**src/rtl/rdc_pkg.sv**
```systemverilog
// Shared constants and helpers for the radix digit converter
package rdc_pkg;

    // Field widths
    localparam int RADIX_W  = 6;
    localparam int CHAR_W   = 7;
    localparam int COUNT_W  = 7;
    localparam int DATA_W   = 32;

    // Quotient bits retired per divider cycle
    localparam int STEP_BITS = 8;

    // Radix limits and reset value
    localparam logic [RADIX_W-1:0] RADIX_MIN   = 6'd2;
    localparam logic [RADIX_W-1:0] RADIX_MAX   = 6'd36;
    localparam logic [RADIX_W-1:0] RADIX_RESET = 6'd16;

    // Register index codes
    localparam logic REG_RADIX = 1'b0;

    // ASCII digit constants
    localparam logic [CHAR_W-1:0] ASCII_ZERO = 7'h30;
    localparam logic [CHAR_W-1:0] ASCII_NINE = 7'h39;
    localparam logic [CHAR_W-1:0] ASCII_A    = 7'h41;
    localparam logic [CHAR_W-1:0] ASCII_Z    = 7'h5A;
    localparam int DEC_DIGITS = 10;

    // Map a digit value to its ASCII character
    function automatic logic [CHAR_W-1:0] digit_char(input logic [RADIX_W-1:0] d);
        if (d < RADIX_W'(DEC_DIGITS)) begin
            return ASCII_ZERO + CHAR_W'(d);
        end
        return ASCII_A + CHAR_W'(d - RADIX_W'(DEC_DIGITS));
    endfunction

endpackage

```
**src/rtl/rdc_ram.sv**
```systemverilog
// Generic single-write, single-read RAM with registered read data
module rdc_ram #(
    parameter int WIDTH = 6,
    parameter int DEPTH = 64,
    localparam int AW = (DEPTH > 1) ? $clog2(DEPTH) : 1
) (
    input  logic             aclk,
    input  logic             we,
    input  logic [AW-1:0]    waddr,
    input  logic [WIDTH-1:0] wdata,
    input  logic             re,
    input  logic [AW-1:0]    raddr,
    output logic [WIDTH-1:0] rdata
);

    logic [WIDTH-1:0] mem [DEPTH];

    // Write port
    always_ff @(posedge aclk) begin
        if (we) begin
            mem[waddr] <= wdata;
        end
    end

    // Registered read port
    always_ff @(posedge aclk) begin
        if (re) begin
            rdata <= mem[raddr];
        end
    end

endmodule

```
**src/rtl/radix_digit_converter.sv**
```systemverilog
// Each digit comes from the shared 8-bit-per-cycle restoring divider (ST_DIV) and is written
// to the digit memory (ST_DIGIT); once the quotient is zero the digits are read back (ST_READ,
// ST_LOAD) and presented most significant first, each held in ST_HOLD until it is taken.
// One item at a time: s_ready is high only while idle.
// Reset (aresetn low at a clock edge): radix returns to 16, control goes idle, no result pending;
// the digit memory is not cleared.
module radix_digit_converter
    import rdc_pkg::*;
#(
    parameter int MAX_DIGITS = 64,
    parameter int VALUE_BITS = 64
) (
    input  logic                aclk,
    input  logic                aresetn,
    // configuration port
    input  logic                psel,
    input  logic                penable,
    input  logic                pwrite,
    input  logic [2:0]          paddr,
    input  logic [DATA_W-1:0]   pwdata,
    output logic [DATA_W-1:0]   prdata,
    output logic                pready,
    // input channel
    input  logic                s_valid,
    output logic                s_ready,
    input  logic [63:0]         s_value,
    // result channel
    output logic                m_valid,
    input  logic                m_ready,
    output logic [CHAR_W-1:0]   m_digit_char,
    output logic [COUNT_W-1:0]  m_digit_count,
    output logic                m_last_digit
);

    localparam int AW    = (MAX_DIGITS > 1) ? $clog2(MAX_DIGITS) : 1;
    localparam int STEPS = (VALUE_BITS + STEP_BITS - 1) / STEP_BITS;
    localparam int QW    = STEPS * STEP_BITS;
    localparam int SW    = (STEPS > 1) ? $clog2(STEPS) : 1;

    typedef enum logic [5:0] {
        ST_IDLE  = 6'b000001,
        ST_DIV   = 6'b000010,
        ST_DIGIT = 6'b000100,
        ST_READ  = 6'b001000,
        ST_LOAD  = 6'b010000,
        ST_HOLD  = 6'b100000
    } state_t;

    state_t               state_reg, state_next;
    logic [RADIX_W-1:0]   radix_reg, radix_next;
    logic [QW-1:0]        quo_reg, quo_next;
    logic [RADIX_W-1:0]   rem_reg, rem_next;
    logic [SW-1:0]        step_reg, step_next;
    logic [AW-1:0]        wptr_reg, wptr_next;
    logic [AW-1:0]        rptr_reg, rptr_next;
    logic [COUNT_W-1:0]   cnt_reg, cnt_next;
    logic [COUNT_W-1:0]   left_reg, left_next;
    logic                 m_valid_reg, m_valid_next;
    logic [CHAR_W-1:0]    char_reg, char_next;
    logic [COUNT_W-1:0]   count_reg, count_next;
    logic                 last_reg, last_next;

    logic                 cfg_wr;
    logic [RADIX_W-1:0]   wr_val;
    logic [RADIX_W:0]     trial;
    logic [RADIX_W-1:0]   rem_step;
    logic [STEP_BITS-1:0] top_bits;
    logic [STEP_BITS-1:0] qbits;
    logic [QW-1:0]        quo_shift;
    logic [COUNT_W-1:0]   cnt_inc;
    logic                 ram_we;
    logic                 ram_re;
    logic [RADIX_W-1:0]   ram_rdata;

    // Configuration write and readback
    assign pready = 1'b1;
    assign cfg_wr = psel && penable && pwrite && (paddr[2] == REG_RADIX);
    assign wr_val = pwdata[RADIX_W-1:0];
    assign prdata = (paddr[2] == REG_RADIX) ? DATA_W'(radix_reg) : '0;

    // Saturate written radix into the legal range
    always_comb begin
        radix_next = radix_reg;
        if (cfg_wr) begin
            if (wr_val < RADIX_MIN) begin
                radix_next = RADIX_MIN;
            end else if (wr_val > RADIX_MAX) begin
                radix_next = RADIX_MAX;
            end else begin
                radix_next = wr_val;
            end
        end
    end

    // Shared divider: retire STEP_BITS quotient bits per cycle, restoring style
    assign top_bits = quo_reg[QW-1 -: STEP_BITS];

    always_comb begin
        rem_step = rem_reg;
        trial    = '0;
        qbits    = '0;
        for (int i = 0; i < STEP_BITS; i++) begin
            trial = {rem_step, top_bits[STEP_BITS-1-i]};
            if (trial >= {1'b0, radix_reg}) begin
                trial = trial - {1'b0, radix_reg};
                qbits[STEP_BITS-1-i] = 1'b1;
            end
            rem_step = trial[RADIX_W-1:0];
        end
    end

    if (STEPS > 1) begin : g_shift
        assign quo_shift = {quo_reg[QW-STEP_BITS-1:0], qbits};
    end else begin : g_single
        assign quo_shift = qbits;
    end

    // Saturating digit count
    assign cnt_inc = (cnt_reg == COUNT_W'(MAX_DIGITS)) ? cnt_reg : cnt_reg + COUNT_W'(1);

    // Sequencer
    always_comb begin
        state_next   = state_reg;
        quo_next     = quo_reg;
        rem_next     = rem_reg;
        step_next    = step_reg;
        wptr_next    = wptr_reg;
        rptr_next    = rptr_reg;
        cnt_next     = cnt_reg;
        left_next    = left_reg;
        m_valid_next = m_valid_reg;
        char_next    = char_reg;
        count_next   = count_reg;
        last_next    = last_reg;
        ram_we       = 1'b0;
        ram_re       = 1'b0;
        case (state_reg)
            ST_IDLE: begin
                // take a new value, start the first division
                if (s_valid) begin
                    quo_next   = QW'(s_value[VALUE_BITS-1:0]);
                    rem_next   = '0;
                    step_next  = '0;
                    wptr_next  = '0;
                    cnt_next   = '0;
                    state_next = ST_DIV;
                end
            end
            ST_DIV: begin
                quo_next  = quo_shift;
                rem_next  = rem_step;
                step_next = step_reg + SW'(1);
                if (step_reg == SW'(STEPS - 1)) begin
                    state_next = ST_DIGIT;
                end
            end
            ST_DIGIT: begin
                // store remainder in the ring, the oldest drops when full
                ram_we    = 1'b1;
                wptr_next = (wptr_reg == AW'(MAX_DIGITS - 1)) ? '0 : wptr_reg + AW'(1);
                cnt_next  = cnt_inc;
                rem_next  = '0;
                step_next = '0;
                if (quo_reg == '0) begin
                    rptr_next  = wptr_reg;
                    left_next  = cnt_inc;
                    state_next = ST_READ;
                end else begin
                    state_next = ST_DIV;
                end
            end
            ST_READ: begin
                ram_re     = 1'b1;
                state_next = ST_LOAD;
            end
            ST_LOAD: begin
                char_next    = digit_char(ram_rdata);
                count_next   = cnt_reg;
                last_next    = (left_reg == COUNT_W'(1));
                m_valid_next = 1'b1;
                state_next   = ST_HOLD;
            end
            ST_HOLD: begin
                // wait for the transfer, then walk toward less significant digits
                if (m_ready) begin
                    m_valid_next = 1'b0;
                    if (left_reg == COUNT_W'(1)) begin
                        state_next = ST_IDLE;
                    end else begin
                        left_next  = left_reg - COUNT_W'(1);
                        rptr_next  = (rptr_reg == '0) ? AW'(MAX_DIGITS - 1)
                                                      : rptr_reg - AW'(1);
                        state_next = ST_READ;
                    end
                end
            end
            default: begin
                state_next = ST_IDLE;
            end
        endcase
    end

    // Control registers
    always_ff @(posedge aclk) begin
        if (!aresetn) begin
            state_reg   <= ST_IDLE;
            radix_reg   <= RADIX_RESET;
            m_valid_reg <= 1'b0;
        end else begin
            state_reg   <= state_next;
            radix_reg   <= radix_next;
            m_valid_reg <= m_valid_next;
        end
    end

    // Datapath registers
    always_ff @(posedge aclk) begin
        quo_reg   <= quo_next;
        rem_reg   <= rem_next;
        step_reg  <= step_next;
        wptr_reg  <= wptr_next;
        rptr_reg  <= rptr_next;
        cnt_reg   <= cnt_next;
        left_reg  <= left_next;
        char_reg  <= char_next;
        count_reg <= count_next;
        last_reg  <= last_next;
    end

    // Digit memory
    rdc_ram #(
        .WIDTH (RADIX_W),
        .DEPTH (MAX_DIGITS)
    ) u_digit_ram (
        .aclk  (aclk),
        .we    (ram_we),
        .waddr (wptr_reg),
        .wdata (rem_reg),
        .re    (ram_re),
        .raddr (rptr_reg),
        .rdata (ram_rdata)
    );

    assign s_ready       = (state_reg == ST_IDLE);
    assign m_valid       = m_valid_reg;
    assign m_digit_char  = char_reg;
    assign m_digit_count = count_reg;
    assign m_last_digit  = last_reg;

endmodule

```
**config.mk**
```make
export PLATFORM = sky130hd
export DESIGN_NAME = radix_digit_converter
export DESIGN_NICKNAME = d
export VERILOG_FILES = /design/src/rtl/rdc_pkg.sv /design/src/rtl/rdc_ram.sv /design/src/rtl/radix_digit_converter.sv
export SDC_FILE = /design/constraint.sdc
export NUM_CORES = 1
export LEC_CHECK = 0
export BUFFER_PORTS_ARGS = -buffer_cell sky130_fd_sc_hd__buf_4
export CAP_MARGIN = 5
export CORE_ASPECT_RATIO = 1.4
export CORE_MARGIN = 2
export CORE_UTILIZATION = 35
export DETAILED_ROUTE_END_ITERATION = 12
export GPL_TIMING_DRIVEN = 0
export PLACE_DENSITY = 0.63
export REMOVE_ABC_BUFFERS = 1
export SYNTH_ARGS = -nofsm -noshare
export SYNTH_HDL_FRONTEND = slang
export SYNTH_SLANG_ARGS = --single-unit
```
**constraint.sdc**
```tcl
create_clock -name aclk -period 17.1 [get_ports aclk]
set_clock_uncertainty 0.15 [all_clocks]
set_input_delay 0.855 -clock aclk [delete_from_list [all_inputs] [get_ports aclk]]
set_output_delay 0.855 -clock aclk [all_outputs]
set_load 0.05 [all_outputs]
```
==> results of run 1 <==
## worst max-delay path: cells and delay by family (launching register included)
| family | cells | cell delay, ns |
|---|---|---|
| AO/OA/AOI/OAI | 39 | 8.74 |
| adder cells (fa/ha/maj) | 8 | 2.47 |
| buffers and inverters | 7 | 0.84 |
| flip-flops | 1 | 0.46 |
| AND/OR/NAND/NOR | 17 | 2.63 |
| multiplexers | 2 | 0.62 |
## final cells by class
type	instances	share of cell area, %
flip-flops and latches	517	53.7
multi-input cells	1165	29.0
repair buffers	173	6.71
clock buffers	55	4.36
well taps	928	4.05
clock inverters	33	1.38
inverters	56	0.786
## worst paths after layout
| path | cells past startpoint | startpoint | end |
|---|---|---|---|
| worst max-delay path | 73 | rem_reg[1]$_SDFFCE_PN0P_ | quo_reg[0]$_DFFE_PP_ |
| worst max register to register | 73 | rem_reg[1]$_SDFFCE_PN0P_ | quo_reg[0]$_DFFE_PP_ |
| worst min-delay path | 2 | radix_reg[3]$_SDFFE_PN0P_ | radix_reg[3]$_SDFFE_PN0P_ |
| worst min register to register | 2 | radix_reg[3]$_SDFFE_PN0P_ | radix_reg[3]$_SDFFE_PN0P_ |
## metrics by stage
stage / setup TNS (ns) / util [%] / instance area, µm² / worst slack, ns
CTS: 0 / 41.3 / 28400 / 0.0138
finish: 0 / 41.7 / 28700 / 0.927
detailed placement: -11.66 / 38.7 / 26600 / -1.70
floorplan: 0 / - / 23700 / 0.964
global route: -0.0325 / 41.7 / 28700 / -0.0177
global placement: -15.34 / 37.3 / 25600 / -2.24
## cell families (layout without fill, tap and decap cells)
kind of cell               count (synthesis)  in the layout
buffers and inverters                    164            317
muxes                                    170            170
adders and majority gates                 68             68
and+or+nand+nor                          579            579
DFF                                      517            517
AOI/OAI and AO/OA                        271            272
xor gates and xnor gates                  49             49
other                                      2             27
## Yosys cell counts (4+ instances only)
cell type / number
edfxtp_1: 504
nand2_1: 240
nor2_1: 182
mux2i_1: 112
a21oi_1: 75
ha_1: 60
clkbuf_1: 59
o21ai_0: 58
inv_1: 56
mux4_2: 48
o22ai_1: 28
buf_4: 27
xnor2_1: 26
o221ai_1: 25
xor2_1: 23
nand3_1: 22
nor3_1: 21
nor4_1: 21
a21o_1: 19
nor2b_1: 18
buf_1: 16
nand2b_1: 14
dfxtp_1: 13
a211oi_1: 11
and2_1: 9
mux2_2: 9
fa_1: 8
nand3b_1: 8
o211ai_1: 8
nand4_1: 7
or2_2: 7
nor3b_1: 6
o21a_1: 5
buf_2: 4
or3_1: 4
## routing by layer
layer / vias up / track usage [%] / wire, µm
li1: 7048 / - / -
met1: 7487 / 18.3 / 21900
met2: 457 / 29.8 / 30900
met3: 115 / 2.79 / 2830
met4: 0 / 6.03 / 2100
met5: - / 0 / 0
## repair_timing
action,in CTS,in global routing
setup endpoints to repair,7,7
buffers inserted,11,21
gates resized for setup,10,28
cloned,0,1
pin swaps,1,5
==> run metrics, run 1 <==
max_cap viols=0; die width=226 µm; Hold Vio Cnt, Final=0; GPL Wtd Cong=0.866; status=completed; I/O pin count=156; first-pass GRT wire length=88000 µm; Hold WS=0.304 ns; area growth from synthesis to layout=18.6%; number of iterations in the first detailed-routing pass=5; clock buffer count from CTS=49; max incr delay on CP=0.46 ns; yosys synthesis warning count=0; GRT overflow=0; Via Count=15100; Worst Path Max Fanout=25; reg-to-reg setup timing slack=0.93 ns; Synth area leaders=edfxtp_1, mux2i_1, mux4_2; vias in the first global route=15400; f_max=0.0618 GHz; Avg Inst Size Synth=13.3 µm²; number of fill cells=6367; GR Util All Layers=16.1%; post-route ant nets=0; initial antenna violation count=0; commonest non-fill, non-tap cell in the layout=edfxtp_1; commonest non-fill, non-tap cells in the layout=edfxtp_1, nand2_1, nor2_1; simple-gate portion of the synthesized area=10.6%; adder-cell share of the synthesized area=3.77%; Reg area=15400 µm²; endpoints failing setup=0; Post-Synth XOR/XNOR Area=1.78%; Worst-path clk slew=0.06 ns; Die ar.=71200 µm²; mux share of post-synthesis cell area=9.59%; sequential area share after synthesis=63.7%; Post-synth ARST share=0%; Yosys cell types=81; EDFF count, synth=504; CP startpoint kind=flip-flop; core area=68800 µm²; Hold Path Class=reg -> reg; initial cell density of the core=35.1%; Compound-Gate Fraction of Synth Area=7.44%; Layout Cells excl Fill=2927; H-tree depth=2; Initial DRC Count=864; number of antenna diodes=0; Rows=114; Vias/cell=5.16; CTS root buffer=clkbuf_16; crit path capture type=flip-flop; Wirelength per Cell=19.7 µm; final net count=2136; largest net degree at the start of global routing=65; CTS tree=yes; Max clock buf depth=3; WL final=57700 µm; Synth Register Bits=517; Largest register FFs=384; critical path type=reg -> reg; top-area cell type share of the netlist area=62.6%; footprint of the multi-input gates=8310 µm²; worst-skew pair later-pin latency=0.62 ns; number of remaining DRC errors=0; Worst Tran Pin Value=1.36 ns; main combinational cell family by area after synthesis=simple AND/OR/NAND/NOR gates; crit path time final=16.17 ns; Yosys top cell by area=edfxtp_1; synthesized area=24200 µm²; Num Clock Sinks=517; Gate Count Post-Synth=1820; Final HPWL DP=40400 µm; most used cell, CP=a21o_1; slew margin rel.=9.62%; required time of the critical path=17.29 ns; Synth Flop Type=edfxtp_1; Placed Instances=2806; CP max-delay cell=edfxtp_1; Final Cycle Share=94.6%; arrival time of the worst setup path=16.37 ns; PortBufs=100; die height=315 µm; hold-fix buffers at CTS=0; share of cells above drive strength 1=18.1%; fin. max-slew vios=0
Power of run 1 is left out: the tool's default activity adds up to more than one toggle a clock period on the data nets, which glitch-free logic cannot reach.
==> run 2: changes to the inputs <==
--- a/config.mk
+++ b/config.mk
@@ -9,10 +9,10 @@
 export CAP_MARGIN = 5
 export CORE_ASPECT_RATIO = 1.4
 export CORE_MARGIN = 2
-export CORE_UTILIZATION = 35
+export CORE_UTILIZATION = 55
 export DETAILED_ROUTE_END_ITERATION = 12
 export GPL_TIMING_DRIVEN = 0
-export PLACE_DENSITY = 0.63
+export PLACE_DENSITY = 0.81
 export REMOVE_ABC_BUFFERS = 1
 export SYNTH_ARGS = -nofsm -noshare
 export SYNTH_HDL_FRONTEND = slang
==> run 2 against run 1 <==
Net effect: setup slack gained 0.055 ns; hold slack lost 0.0017 ns; register-to-register slack gained 0.05 ns; sequential share of layout area grew 1.4 points; wire length grew 0.82%; non-clock buffer count shrank 6; cell count shrank 13%; highest routed layer unchanged.
==> run metrics, run 2 (same netlist as run 1, synthesis figures left out) <==
Final HPWL DP=38900 µm (-3.9%); commonest non-fill, non-tap cell in the layout=edfxtp_1; Vias/cell=6.16 (+19%); crit path capture type=flip-flop; status=completed; GRT overflow=0 (unchanged); Worst Path Max Fanout=18 (-28%); f_max=0.0620 GHz (+0.34%); Wirelength per Cell=22.9 µm (+16%); Via Count=15600 (+3.6%); Max clock buf depth=3 (unchanged); worst r2r dst=rem_reg[1]$_SDFFCE_PN0P_; die height=252 µm (-20%); Die ar.=45700 µm² (-36%); Worst-path clk slew=0.06 ns (about the same); largest net degree at the start of global routing=51 (-22%); unrepaired setup endpoints after global routing=no; reg-to-reg setup timing slack=0.98 ns (+0.05 ns); FF-to-FF path depth=72 (-1.4%); Worst Setup SP=rem_reg[1]$_SDFFCE_PN0P_; H-tree depth=2 (unchanged); initial cell density of the core=55.9% (+21 points); CP max-delay cell=edfxtp_1; die width=181 µm (-20%); CTS tree=yes; max incr delay on CP=0.44 ns (-0.02 ns); critical path type=reg -> reg; max_cap viols=0 (unchanged); GR Util All Layers=25.3% (+9.2 points); number of antenna diodes=0 (unchanged); core area=43200 µm² (-37%); number of iterations in the first detailed-routing pass=5 (unchanged); R2R Path Start=rem_reg[1]$_SDFFCE_PN0P_; Initial DRC Count=1666 (+93%); hold-fix buffers at CTS=0 (unchanged); arrival time of the worst setup path=16.29 ns (-0.08 ns); hold path depth=2 (unchanged); Num Clock Sinks=517 (unchanged); Final Cycle Share=94.3% (-0.32 points); critical path capture point=rem_reg[1]$_SDFFCE_PN0P_; required time of the critical path=17.27 ns (-0.02 ns); endpoints failing setup=0 (unchanged); Largest register FFs=384 (unchanged); share of cells above drive strength 1=17.8% (-0.32 points); GPL Wtd Cong=0.885 (+2.2%); worst-skew pair later-pin latency=0.59 ns (-0.03 ns); Hold Vio Cnt, Final=0 (unchanged); final net count=2126 (-0.47%); Rows=90 (-21%); CP startpoint kind=flip-flop; most used cell, CP=a21o_1; Worst Tran Pin Value=1.33 ns (-0.0276 ns); I/O pin count=156 (unchanged); initial antenna violation count=0 (unchanged); area growth from synthesis to layout=15.6%; PortBufs=100 (unchanged); vias in the first global route=16200 (+5.4%); clock buffer count from CTS=46 (-6.1%); post-route ant nets=0 (unchanged); fin. max-slew vios=0 (unchanged); final core occ=64.6% (+23 points); Hold Path Class=reg -> reg; crit path time final=16.12 ns (-0.0546 ns); first-pass GRT wire length=88300 µm (+0.35%); slew margin rel.=11.5% (+1.8 points); CTS root buffer=clkbuf_16; number of remaining DRC errors=0 (unchanged); WL final=58200 µm (+0.82%); commonest non-fill, non-tap cells in the layout=edfxtp_1, nand2_1, nor2_1
==> run 2: cell types whose count changed in the layout (fill, tap and decap cells not counted), moves of 3 or more <==
cell        change
buf_4           -6
clkinv_1        -3
clkinv_2        +5
clkinvlp_4      +4
==> run 2: area by class of cell <==
class	instances	area, µm²
repair buffers	167	1850
clock buffers	52	1190
multi-input cells	1164	8250
well taps	552	691
inverters	56	225
flip-flops and latches	517	15400
fillers	2943	15300
clock inverters	34	332
==> run 2: per-stage QoR <==
stage	hold slack [ns]	std cells	TNS (ns)	instance area [µm²]	setup slack, ns
after global routing	0.342	2542	0	27900	0.00665
after detailed placement	0.302	2429	-7.84	26100	-1.16
after floorplan	0.282	1737	0	23700	0.964
after global placement	0.293	2389	-12.62	25200	-1.86
after CTS	0.311	2526	0	27700	0.0185
final	0.303	2542	0	27900	0.982
==> run 2: worst max-delay path, delay by kind of cell (launching register included) <==
kind	cells	cell delay (ns)
flip-flops	1	0.44
adder cells (fa/ha/maj)	8	2.50
AND/OR/NAND/NOR	16	2.49
buffers and inverters	6	0.70
AO/OA/AOI/OAI	39	8.65
multiplexers	3	0.90
==> run 2: worst min-delay path by stage <==
| stage | slack [ns] | end | from |
|---|---|---|---|
| 3_3_place_gp | 0.29 | radix_reg[3]$_SDFFE_PN0P_ | radix_reg[3]$_SDFFE_PN0P_ |
| 6_report | 0.30 | radix_reg[3]$_SDFFE_PN0P_ | radix_reg[3]$_SDFFE_PN0P_ |
| 2_1_floorplan | 0.28 | radix_reg[3]$_SDFFE_PN0P_ | radix_reg[3]$_SDFFE_PN0P_ |
| 5_1_grt | 0.34 | radix_reg[3]$_SDFFE_PN0P_ | radix_reg[3]$_SDFFE_PN0P_ |
| 3_5_place_dp | 0.30 | radix_reg[3]$_SDFFE_PN0P_ | radix_reg[3]$_SDFFE_PN0P_ |
| 4_1_cts | 0.31 | radix_reg[3]$_SDFFE_PN0P_ | radix_reg[3]$_SDFFE_PN0P_ |
==> run 2: metal layers <==
layer  GRT usage [%]  part of all wire, %  vias to the layer above
met5               0                    0                        -
met4            13.4                  5.4                        0
met3            4.00                  7.6                      208
met2            47.5                   54                      841
met1            27.0                   33                     7594
li1                -                    -                     7004
==> run 2: repair_timing <==
item / CTS / global route
pin swaps: 1 / 3
endpoints found under the setup margin: 7 / 7
resized for setup: 9 / 21
setup buffers: 11 / 15
Power of run 2 is left out for the same reason.
